`src/rtl/assert_macros.svh`:
```
// Assertion macros shared by the RTL of the minimum-image distance block.
// Depends on nothing; included by the files that carry assertions.
`ifndef ASSERT_MACROS_SVH
`define ASSERT_MACROS_SVH

// Property checked at every rising edge outside reset.
`define ASSERT_CLK(label, clk_s, rst_s, prop, msg) \
  label: assert property (@(posedge clk_s) disable iff (!rst_s) prop) \
    else $error(msg);

// Condition that must never be seen outside reset.
`define ASSERT_NEVER(label, clk_s, rst_s, expr, msg) \
  `ASSERT_CLK(label, clk_s, rst_s, !(expr), msg)

`endif

```
`src/rtl/imgd_pkg.sv`:
```
// Package of the minimum-image distance block: widths, payload types and
// register indexes. Depends on nothing.
package imgd_pkg;

  localparam int COORD_BITS = 24;
  localparam int SEP_W      = COORD_BITS + 1;
  localparam int SGN_W      = COORD_BITS + 2;
  localparam int MAG_W      = COORD_BITS + 1;
  localparam int CMP_W      = (MAG_W > 32) ? MAG_W : 32;
  localparam int SQ_W       = 2 * MAG_W;
  localparam int SUM_W      = SQ_W + 2;
  localparam int ITER       = SUM_W / 2;
  localparam int REM_W      = ITER + 2;
  localparam int AXIS_ST    = 4;
  localparam int NST        = AXIS_ST + ITER + 2;
  localparam int CFG_IDX_W  = 2;

  localparam logic [CMP_W-1:0] OFFSET_CLAMP = CMP_W'(64'h8000_0000);

  typedef logic [COORD_BITS-1:0]   coord_t;
  typedef logic [SEP_W-1:0]        sep_t;
  typedef logic signed [SGN_W-1:0] sgn_t;
  typedef logic [MAG_W-1:0]        mag_t;
  typedef logic [SQ_W-1:0]         sq_t;
  typedef logic [SUM_W-1:0]        sum_t;
  typedef logic [ITER-1:0]         root_t;
  typedef logic [REM_W-1:0]        rem_t;
  typedef logic [CFG_IDX_W-1:0]    cfg_idx_t;
  typedef logic [AXIS_ST-1:0]      axis_en_t;
  typedef logic [ITER-1:0]         sqrt_en_t;

  typedef enum logic [CFG_IDX_W-1:0] {
    REG_BOX_X = 2'd0,
    REG_BOX_Y = 2'd1,
    REG_BOX_Z = 2'd2
  } reg_idx_t;

endpackage

```
`src/rtl/imgd_axis.sv`:
```
// Per-axis front end: shift, single wrap, clamped offset magnitude and its
// square, in four register stages. Depends on imgd_pkg.
module imgd_axis (
  input  logic               clk,
  input  imgd_pkg::axis_en_t en,
  input  imgd_pkg::coord_t   ref_c,
  input  imgd_pkg::coord_t   oth_c,
  input  imgd_pkg::coord_t   box_len,
  output imgd_pkg::sq_t      sq
);
  import imgd_pkg::*;

  sgn_t moved_r, moved_nxt;
  sgn_t wrap_r, wrap_nxt;
  mag_t mag_r, mag_nxt;
  sq_t  sq_r;
  sgn_t half_s, box_s, off;
  logic [CMP_W-1:0] mag_wide;

  assign half_s = sgn_t'({1'b0, box_len[COORD_BITS-1:1]});
  assign box_s  = sgn_t'(box_len);

  assign moved_nxt = sgn_t'(oth_c) + half_s - sgn_t'(ref_c);

  always_comb begin
    if (moved_r > box_s) begin
      wrap_nxt = moved_r - box_s;
    end else if (moved_r < 0) begin
      wrap_nxt = moved_r + box_s;
    end else begin
      wrap_nxt = moved_r;
    end
  end

  always_comb begin
    off = half_s - wrap_r;
    if (off < 0) begin
      mag_wide = CMP_W'(MAG_W'(-off));
    end else begin
      mag_wide = CMP_W'(MAG_W'(off));
    end
    if (mag_wide > OFFSET_CLAMP) begin
      mag_nxt = MAG_W'(OFFSET_CLAMP);
    end else begin
      mag_nxt = MAG_W'(mag_wide);
    end
  end

  always_ff @(posedge clk) begin
    if (en[0]) begin
      moved_r <= moved_nxt;
    end
    if (en[1]) begin
      wrap_r <= wrap_nxt;
    end
    if (en[2]) begin
      mag_r <= mag_nxt;
    end
    if (en[3]) begin
      sq_r <= mag_r * mag_r;
    end
  end

  assign sq = sq_r;

endmodule

```
`config.mk`:
```
export PLATFORM = sky130hd
export DESIGN_NAME = imgd_axis
export DESIGN_NICKNAME = d
export VERILOG_FILES = /design/src/rtl/assert_macros.svh /design/src/rtl/imgd_pkg.sv /design/src/rtl/imgd_axis.sv
export SDC_FILE = /design/constraint.sdc
export NUM_CORES = 2
export LEC_CHECK = 0
export BUFFER_PORTS_ARGS = -buffer_cell sky130_fd_sc_hd__buf_4
export CAP_MARGIN = 15
export CORE_MARGIN = 5
export CORE_UTILIZATION = 30
export CTS_CLUSTER_DIAMETER = 60
export DETAILED_ROUTE_END_ITERATION = 8
export GPL_TIMING_DRIVEN = 0
export MAX_ROUTING_LAYER = met4
export PLACE_DENSITY = 0.48
export SKIP_CTS_REPAIR_TIMING = 1
export SLEW_MARGIN = 20
export SYNTH_ARGS = -nofsm -noshare
export SYNTH_HDL_FRONTEND = slang
export SYNTH_SLANG_ARGS = --single-unit
```
`constraint.sdc`:
```
create_clock -name clk -period 11.85 [get_ports clk]
set_input_delay 1.7775 -clock clk [delete_from_list [all_inputs] [get_ports clk]]
set_output_delay 1.7775 -clock clk [all_outputs]
set_load 0.02 [all_outputs]
```
# Word-level counts from Yosys, hierarchy flattened
# Cells that the tools add are included.
# W data, S select, Z words.
[word_totals]
out_inout_bits = 50
input_bits = 77
elab_cells = 18
reg_bits = 127
[classes]
n_lt_le_gt_ge = 4
n_mul = 1
mux = 3
add_sub_neg = 6
[ops]
columns = ["cell", "n"]
rows = [
  ["$lt A26 B1 Y1 const B", 2],
  ["$mux W26", 2],
  ["$mul A25 B25 Y50", 1],
  ["$gt A32 B32 Y1 const B", 1],
  ["$mux W32", 1],
  ["$add A26 B25 Y26", 1],
  ["$gt A26 B25 Y1", 1],
  ["$sub A24 B26 Y26", 1],
  ["$sub A25 B24 Y26", 1],
  ["$sub A26 B25 Y26", 1],
  ["$add A24 B23 Y25", 1],
  ["$neg A25 Y25", 1],
]

# Logic depth before layout (Yosys ltp)
[logic_depth]
depth_word = 4
depth_mapped = 30
ltp_nobuf = 28

# Worst setup path after synthesis
# OpenSTA, ideal clock, no wires.
[synth_timing]
path_type = "register to register"
start = "register mag_r[3]"
end = "register sq_r[47] (netlist: sq[47]), data pin"
t_arrival_ns = 7.335
setup_time_ns = 0.272
n_path_buf = 2
slack_ns = 4.243
synth_period_minus_slack_ns = 7.607
path_stages_with_launch = 30
t_required_ns = 11.578
path_cell_list = "edfxtp_1 clkbuf_1 clkbuf_1 nand2_1 fa_1 inv_1 fa_1 inv_1 fa_1 inv_1 fa_1 inv_1 fa_1 inv_1 fa_1 inv_1 fa_1 inv_1 ha_1 a21o_1 a21o_1 a21o_1 a221o_1 a31oi_1 o21ai_1 o21ai_0 nor2b_1 o21ai_1 mux2i_1 or4_1"
[synth_between]
elab_chain_len = 1
[synth_lines]
columns = ["element", "line_no", "text"]
rows = [
  ["start, declared", "imgd_axis.sv:15", "mag_t mag_r, mag_nxt;"],
  ["start signal, assigned", "imgd_axis.sv:57", "mag_r <= mag_nxt;"],
  ["$mul A25 B25 Y50", "imgd_axis.sv:60", "sq_r <= mag_r * mag_r;"],
  ["end signal, assigned", "imgd_axis.sv:60", ""],
  ["end, declared", "imgd_axis.sv:16", "sq_t sq_r;"],
]
# Every way passes these cells.
# A chain may end at the register's enable or synchronous reset.

# Worst setup path after layout
# Ends and elaborated chain as after synthesis.

==> metrics <==
PortBufs=125; core footprint=94600 sq um; setup TNS=0 ns; ys async rst share=0%; Std-Cell Rows=113; max-slew headroom at the worst pin=37.8%; # IOs=between 100 and 150; Max Freq=between 100 and 150 MHz; worst-case clock buffer depth=2; hold path depth=2; GRT Resource Usage Total=16.2%; cts bufs inserted=17; Fillers=9970; die area=approximately 100000 sq um; Max Cap Viol=0; share of cells above drive strength 1=6.04%; minimum clock period=9.76 ns; Post-synth EDFFs=126; fin cells=4578; startpoint types=flip-flop; nets@finish=a little over 4000; Hold Path Class=flip-flop to flip-flop; first-pass GRT wire length=approximately 120000 um; Initial Utilization=30.1%; clk root buf=clkbuf_16; warnings from Yosys=0; CP max-delay cell=clkbuf_1; remaining antenna violation count after routing=0; sequential share of the synthesized area=13.3%; CTS tree=built; Iter 0 DRT Violations=954; ranking of synthesized cells by area=fa_1 35%, edfxtp_1 13%, ha_1 13%; Area growth syn-to-layout=10.8%; leading register cell type out of synthesis=edfxtp_1; drt via density=4.59; worst skew pair latency=0.50 ns; CP dominant cell by count=fa_1; post-synth cell types=81; DRT Wirelength=78800 um; FF+latch count, synth=126; die width=318 um; area leader, netlist=fa_1; mapped cell area=about 28000 sq um; vias in the first global route=22300; Core Util, Final=33.3%; Setup violations, final=0; largest net degree at the start of global routing=50; Gate Count Post-Synth=3154; DR WL/cell=17.2 um; via count=21000; Slew Viols, Final=0; antenna violations before repair=0; GP Congestion=0.928; RSZ-0062 raised after global routing=no; worst path required time=12.08 ns; Crit. End Element=flip-flop; status=complete, no violations; multi-input logic area=21200 sq um; Tightest Pin Transition=0.934 ns; final clock skew=0.0172 ns; final worst-path cycle share=82.4%; Congestion Overflow GR=0; sequential cell area=3780 sq um; DRC violations left=0; Worst Reg-to-Reg Cells=27; Die H=between 300 and 400 um; most frequent cells in the layout=808 x inv_1, 493 x fa_1, 287 x ha_1; Detail Placement HPWL=66600 um; CTS clk-pin slew, worst paths=0.07 ns; dpl cells=4545; Fin. Hold Viols=0; drt first pass iters=5; area share of the leading cell type in the synthesized netlist=approximately a third; fin area=around 32000 sq um; Mean Syn Cell Area=9.02 sq um; most common cell after layout, fill and taps aside=inv_1; clk sinks=126; crit path max fanout=10; worst stage delay on the critical path=0.68 ns; CTS HTree Levels=4; critical path type=flip-flop to flip-flop; CP arrival=9.99 ns; Placed Area=31000 sq um
worst max-delay path: cells and delay by family (launching register included):
| family | cells | cell delay (ns) |
|---|---|---|
| fa+ha+maj | 8 | 3.80 |
| flops | 1 | 0.64 |
| mux | 1 | 0.12 |
| compound gates | 5 | 1.59 |
| buf+inv | 7 | 1.57 |
| simple gates | 6 | 1.77 |
per-stage QoR:
step | setup WS (ns) | hold slack, ns
floorplan | 4.24 | 0.562
global placement | 1.84 | 0.687
detailed placement | 2.05 | 0.692
CTS | 2.02 | 0.705
global route | 1.72 | 0.751
finish | 2.09 | 0.708
metal layers:
| layer | vias up | wire, um | GRT usage, % |
|---|---|---|---|
| met5 | - | 0 | - |
| met2 | 462 | 38600 | 27.0 |
| met1 | 10300 | 34600 | 20.4 |
| li1 | 10100 | - | - |
| met3 | 94 | 3630 | 2.60 |
| met4 | 0 | 2010 | 4.75 |
cell usage after synthesis (all sizes together) (18+ instances only):
cell / n
xor2: 46
xnor2: 81
edfxtp: 126
o21ai: 85
nor2: 167
nor3: 32
nand3: 32
nand2b: 19
o21a: 18
nand2: 244
nor2b: 23
a21o: 55
and2: 133
ha: 287
fa: 493
inv: 808
o22ai: 18
clkbuf: 94
a21oi: 162
and3: 20
o21bai: 18
a31oi: 23
kinds of logic after synthesis:
logic type | Yosys count | share of synthesized area [%]
buf+inv | 911 | 12.1
fa+ha+maj | 780 | 47.3
simple gates | 730 | 12.5
compound gates | 474 | 10.6
xor+xnor | 127 | 3.94
flops | 126 | 13.3
mux | 5 | 0.180
other cells | 1 | 0.0132
worst paths after layout:
path,start,endpoint,slack [ns]
hold reg to reg,moved_r[11],wrap_r[11],0.71
setup reg to reg,mag_r[3],sq[47],2.09
hold / removal,moved_r[11],wrap_r[11],0.71
setup / recovery,mag_r[3],sq[47],2.09
registers in the layout, indices dropped and copies added, names as in the netlist:
signal,flops
wrap_r,26
sq,49
mag_r,25
moved_r,26
final cells by class:
cell class | count | area share, %
Buffer | 103 | 1.30
Antenna cell | 2 | 0.0159
Sequential cell | 126 | 12.0
Clock buffer | 18 | 1.36
Clock inverter | 13 | 0.330
Inverter | 808 | 9.62
Timing Repair Buffer | 125 | 2.98
Multi-Input combinational cell | 2118 | 67.4
Tap cell | 1265 | 5.02
Power is left out: the tool's default activity adds up to more than one toggle a clock period on the data nets, which glitch-free logic cannot reach.
