### config.mk
export PLATFORM = sky130hd
export DESIGN_NAME = imgd_sqrt
export DESIGN_NICKNAME = d
export VERILOG_FILES = /design/src/rtl/assert_macros.svh /design/src/rtl/imgd_pkg.sv /design/src/rtl/imgd_sqrt.sv
export SDC_FILE = /design/constraint.sdc
export NUM_CORES = 2
export LEC_CHECK = 0
export CORE_MARGIN = 3
export CORE_UTILIZATION = 47
export DETAILED_ROUTE_END_ITERATION = 7
export DONT_BUFFER_PORTS = 1
export GPL_TIMING_DRIVEN = 0
export PLACE_DENSITY = 0.7
export SYNTH_ARGS = -nofsm -noshare
export SYNTH_HDL_FRONTEND = slang
export SYNTH_SLANG_ARGS = --single-unit
export TNS_END_PERCENT = 100
### constraint.sdc
create_clock -name clk -period 5.8 [get_ports clk]
set_clock_uncertainty 0.2 [all_clocks]
set_input_delay 0.87 -clock clk [delete_from_list [all_inputs] [get_ports clk]]
set_output_delay 0.87 -clock clk [all_outputs]
set_load 0.01 [all_outputs]
### src/rtl/assert_macros.svh
// Assertion macros shared by the RTL of the minimum-image distance block.
// Depends on nothing; included by the files that carry assertions.
`ifndef ASSERT_MACROS_SVH
`define ASSERT_MACROS_SVH

// Property checked at every rising edge outside reset.
`define ASSERT_CLK(label, clk_s, rst_s, prop, msg) \
  label: assert property (@(posedge clk_s) disable iff (!rst_s) prop) \
    else $error(msg);

// Condition that must never be seen outside reset.
`define ASSERT_NEVER(label, clk_s, rst_s, expr, msg) \
  `ASSERT_CLK(label, clk_s, rst_s, !(expr), msg)

`endif

### src/rtl/imgd_pkg.sv
// Package of the minimum-image distance block: widths, payload types and
// register indexes. Depends on nothing.
package imgd_pkg;

  localparam int COORD_BITS = 24;
  localparam int SEP_W      = COORD_BITS + 1;
  localparam int SGN_W      = COORD_BITS + 2;
  localparam int MAG_W      = COORD_BITS + 1;
  localparam int CMP_W      = (MAG_W > 32) ? MAG_W : 32;
  localparam int SQ_W       = 2 * MAG_W;
  localparam int SUM_W      = SQ_W + 2;
  localparam int ITER       = SUM_W / 2;
  localparam int REM_W      = ITER + 2;
  localparam int AXIS_ST    = 4;
  localparam int NST        = AXIS_ST + ITER + 2;
  localparam int CFG_IDX_W  = 2;

  localparam logic [CMP_W-1:0] OFFSET_CLAMP = CMP_W'(64'h8000_0000);

  typedef logic [COORD_BITS-1:0]   coord_t;
  typedef logic [SEP_W-1:0]        sep_t;
  typedef logic signed [SGN_W-1:0] sgn_t;
  typedef logic [MAG_W-1:0]        mag_t;
  typedef logic [SQ_W-1:0]         sq_t;
  typedef logic [SUM_W-1:0]        sum_t;
  typedef logic [ITER-1:0]         root_t;
  typedef logic [REM_W-1:0]        rem_t;
  typedef logic [CFG_IDX_W-1:0]    cfg_idx_t;
  typedef logic [AXIS_ST-1:0]      axis_en_t;
  typedef logic [ITER-1:0]         sqrt_en_t;

  typedef enum logic [CFG_IDX_W-1:0] {
    REG_BOX_X = 2'd0,
    REG_BOX_Y = 2'd1,
    REG_BOX_Z = 2'd2
  } reg_idx_t;

endpackage

### src/rtl/imgd_sqrt.sv
// Pipelined floor square root, one result bit per register stage by the
// restoring digit recurrence. Depends on imgd_pkg.
module imgd_sqrt (
  input  logic               clk,
  input  imgd_pkg::sqrt_en_t en,
  input  imgd_pkg::sum_t     radicand,
  output imgd_pkg::root_t    root
);
  import imgd_pkg::*;

  rem_t  rem_r  [ITER];
  root_t root_r [ITER];
  sum_t  rad_r  [ITER];

  for (genvar k = 0; k < ITER; k++) begin : g_step
    rem_t  rem_prev, rem_try, trial;
    root_t root_prev;
    sum_t  rad_prev;

    if (k == 0) begin : g_first
      assign rem_prev  = '0;
      assign root_prev = '0;
      assign rad_prev  = radicand;
    end else begin : g_next
      assign rem_prev  = rem_r[k-1];
      assign root_prev = root_r[k-1];
      assign rad_prev  = rad_r[k-1];
    end

    assign rem_try = {rem_prev[REM_W-3:0], rad_prev[SUM_W-1 -: 2]};
    assign trial   = {root_prev, 2'b01};

    always_ff @(posedge clk) begin
      if (en[k]) begin
        rad_r[k] <= {rad_prev[SUM_W-3:0], 2'b00};
        if (rem_try >= trial) begin
          rem_r[k]  <= rem_try - trial;
          root_r[k] <= {root_prev[ITER-2:0], 1'b1};
        end else begin
          rem_r[k]  <= rem_try;
          root_r[k] <= {root_prev[ITER-2:0], 1'b0};
        end
      end
    end
  end

  assign root = root_r[ITER-1];

endmodule

After elaboration in Yosys (flattened, before gate mapping). Memories as Yosys holds them, arrays and structs flattened. Cells that the tools add are included.

Flip-flop bits (word level): 0. Memory bits (writable): 2704. Input port bits: 79. Output and inout port bits: 26. Memories kept: 3.

Add/sub/neg operators: 26. Magnitude comparators: 26. Mux-type cells: 260. Bitwise logic cells: 52.

Memory list: rad_r (words 26, bits a word 50, read ports 25, clocked after memory_dff 0, wr ports 26, RTL line imgd_sqrt.sv:13) `sum_t rad_r [ITER];`; rem_r (words 26, bits a word 28, read ports 25, clocked after memory_dff 0, wr ports 26, RTL line imgd_sqrt.sv:11) `rem_t rem_r [ITER];`; root_r (words 26, bits a word 26, read ports 26, clocked after memory_dff 0, wr ports 26, RTL line imgd_sqrt.sv:12) `root_t root_r [ITER];`.

Operator list (number): 28-bit two-way mux (26); 28-bit greater-or-equal comparator (25); 28-bit subtractor (25); 26-bit two-way mux (26); 1-bit two-way mux (208); 1-bit OR (52); 2-bit by 1-bit subtractor with 3-bit output (second input constant) (1); 2-bit by 1-bit greater-or-equal comparator with 1-bit output (second input constant) (1).

Longest topological paths before layout. An unclocked memory read counts as a cell.

Depth after elaboration: 6. Gate-level depth with buffers: 14. Mapped depth without buffers: 12.

Worst setup path after synthesis. Ideal clock, no wire load.

Kind: register to register. Start: mem rem_r[0][369] (netlist name). End: mem rem_r[0][417] (netlist name) (data pin). Library setup time: 0.267 ns. Arrival time: 2.899 ns. Data required time: 5.333 ns. Setup slack: 2.434 ns. Stages on the path, launching flop included: 11. Path buffers: 0. Clock period less this slack: 3.366 ns. Cell sequence: edfxtp_1 ha_1 and3_1 a221o_1 a31oi_1 o22ai_1 o41ai_1 o21ai_0 a311o_1 nor3b_1 xor2_1.

RTL lines (RTL line): from (decl) (imgd_sqrt.sv:11).

==> results_dict.tcl <==
set metrics [dict create \
    final_cells 8189 \
    dr.first_iter.drc_count 3084 \
    path_clk_slew_ps 60 \
    post_cts_buffers 0 \
    synth_top_area_cell "edfxtp_1" \
    synthDistinctLibCells 81 \
    status "complete, no violations" \
    netlist.area_leader.share_pct 65.0 \
    ant_nets 0 \
    cp_data_arrival_time_ps 4750 \
    leakagePower_nw 31.9 \
    io_buffer_count 0 \
    path_buf_inv 3 \
    drc 0 \
    grt_start_max_net_pins 51 \
    post-route-util_pct 53.6 \
    critical_path.most_common_cell "clkbuf_1" \
    period_share_pct 76.6 \
    maxCapViolations 0 \
    crit_chain "ha_1 > clkbuf_1 > and3_1 > nand4_1 > nor4_1 > nor2_1 > o2111ai_1 > a21oi_1 > o21ai_0 > clkbuf_1 > clkbuf_1 > a21oi_1" \
    initial_core_util_pct 47.6 \
    slew_viol_final 0 \
    dpl_worst_slack_ps 1300 \
    rsz0062_at_grt "no" \
    cpMaxStageDelayCell "clkbuf_1" \
    fp.dieH_um 404 \
    first_pass_iters 6 \
    gp_congestion 0.903 \
    syn_inst 5739 \
    hold_viol 0 \
    grt_pass1_vias 44300 \
    fin_ws_ps 1360 \
    final.setup.tns_ps 0 \
    end_kind "register" \
    power.total_mw 33.1 \
    area_growth_syn_to_layout_pct 12.7 \
    netlist_area_um2 74600 \
    ys_ff_latch 1616 \
    cts_root_buf "clkbuf_16" \
    io_pins 105 \
    nets 6453 \
    critPathMaxStageDelay_ps 660 \
    wl_per_cell_um 18.3 \
    dp_cells 7807 \
    hpwl_um 108000 \
    fillers 12800 \
    worstSetupPathType "reg2reg" \
    h-tree-depth 4 \
    yosysWarnings 0 \
    synth_fp_nets 6198 \
    power_per_cell_area_nw_per_um2 393 \
    regArea_um2 48500 \
    cts_buffer_depth 3 \
    multi_input_area_um2 23800 \
    fmax_mhz 225 \
    async_flop_share_pct 0 \
    drt-total-wl_um 150000 \
    core_area_um2 157000 \
    crit_family "buffers and inverters" \
    numClockSinks 1616 \
    peakVddDrop_mv 0.376 \
    grt_pass1_wl_um 239000 \
    fin_crit_ps 4440 \
    drive_gt1_share_pct 6.33 \
    synth_area_leaders "edfxtp_1 65%, ha_1 6.4%, xor2_1 3.0%, xnor2_1 2.8%, inv_1 2.4%" \
    cp_max_fo 10 \
    crit_path_start_kind "register" \
    slew_headroom_pct 14.6 \
    die_w_um 404 \
    tightest_slew_ps 1270 \
    critical_path_required_ps 6110 \
    seq_area_frac_synth_pct 65.0 \
    grt-ovfl-total 0 \
    syn_area_per_cell_um2 13.0 \
    cts_tree "built" \
    clk_latency_ps 810 \
    worst_hold_path_type "in2reg" \
    viasPerCell 5.39 \
    finalSetupViolations 0 \
    synthFlopType "edfxtp_1" \
    row_count 145 \
    antenna_found_initial 2 \
    synth_edf_count 1615 \
    cts_buffers 166 \
    die_area_um2 164000 \
    grt.total_usage_pct 18.4 \
    num_vias 44100 \
]
-- kinds of logic (layout without fill, tap and decap cells) --
group,after synthesis,after routing,synth area share [%]
AOI/OAI and AO/OA,1133,1133,9.39
xor gates and xnor gates,498,498,5.84
adders and majority gates,380,380,6.37
buffers and inverters,609,1000,3.08
DFF,1616,1616,65.0
muxes,37,37,0.545
other,0,1,0
and+or+nand+nor,1466,1466,9.76
-- metrics by stage --
step / hold slack, ps / instance area, um^2
after global placement: 200 / 77200
after global routing: 46.4 / 84100
final: 90.8 / 84100
after CTS: 18.4 / 84100
after floorplan: 200 / 74600
after detailed placement: 205 / 77400
-- routing by layer --
layer | vias up | track usage [%] | share of wire [%]
met2 | 982 | 32.8 | 51
met4 | 0 | 5.53 | 2.8
met3 | 267 | 3.03 | 4.5
li1 | 21600 | - | -
met1 | 21300 | 22.9 | 42
met5 | - | 0 | 0
-- registers in the layout (all words and copies together), names as in the netlist --
signal  count
rad_r     650
rem_r     615
root_r    351
-- synthesized netlist by cell type (7+ instances only) --
cell and instances:
a2111oi_0 7, a211o_1 13, a211oi_1 22, a21boi_0 8, a21o_1 151, a21oi_1 306
a31oi_1 31, a41oi_1 10, and2_1 37, and3_1 27, and4_1 8, clkbuf_1 113
edfxtp_1 1615, ha_1 380, inv_1 478, mux2_2 29, mux2i_1 8, nand2_1 447
nand2b_1 64, nand3_1 90, nand3b_1 15, nand4_1 45, nand4b_1 11, nor2_1 284
nor2b_1 56, nor3_1 149, nor3b_1 9, nor4_1 59, nor4b_1 18, o211ai_1 17
o21a_1 72, o21ai_0 349, o21bai_1 32, o31a_1 10, o31ai_1 32, o41ai_1 8
or2_2 31, or3_1 65, or4_1 32, xnor2_1 242, xor2_1 256
-- final timing paths --
path / from / endpoint / slack, ps / depth (start not counted)
max: rem_r[1][209] / rem_r[1][225] / 1360 / 12
min: en[16] / root_r[1][2] / 90 / 1
max reg2reg: rem_r[1][209] / rem_r[1][225] / 1360 / 12
min reg2reg: rad_r[0][373] / rad_r[0][425] / 190 / 0
-- area by class of cell --
class | count | share of cell area [%]
multi-input cells | 3514 | 28.3
repair buffers | 87 | 1.35
clock buffers | 195 | 5.08
inverters | 481 | 2.15
well taps | 2058 | 3.06
flip-flops and latches | 1616 | 57.7
diodes | 1 | 0.00298
plain buffers | 128 | 0.622
clock inverters | 109 | 1.73
-- cells in the final DEF, fill, tap and decap left out, drive strengths merged, types with 34 or more instances in the layout --
master,count
edfxtp,1615
inv,484
nand2,447
ha,380
o21ai,350
clkbuf,310
a21oi,306
nor2,284
xor2,256
xnor2,242
a21o,151
nor3,150
nand3,90
clkinv,76
o21a,72
or3,65
nand2b,64
dlygate4sd3,61
nor4,61
nor2b,56
nand4,45
buf,39
and2,37
or4,35
or2,34
-- report_power, final --
group	switching [mW]	internal, mW	total, mW
clock	4.54	6.39	10.9
combinational	3.70	2.74	6.44
sequential	0.903	14.8	15.7
-- repair_timing --
| action | in CTS | in global routing |
|---|---|---|
| gates resized for setup | 0 | 0 |
| endpoints found under the hold margin | 700 | 0 |
| hold buffers | 76 | 0 |
(Power assumes the default switching activity.)
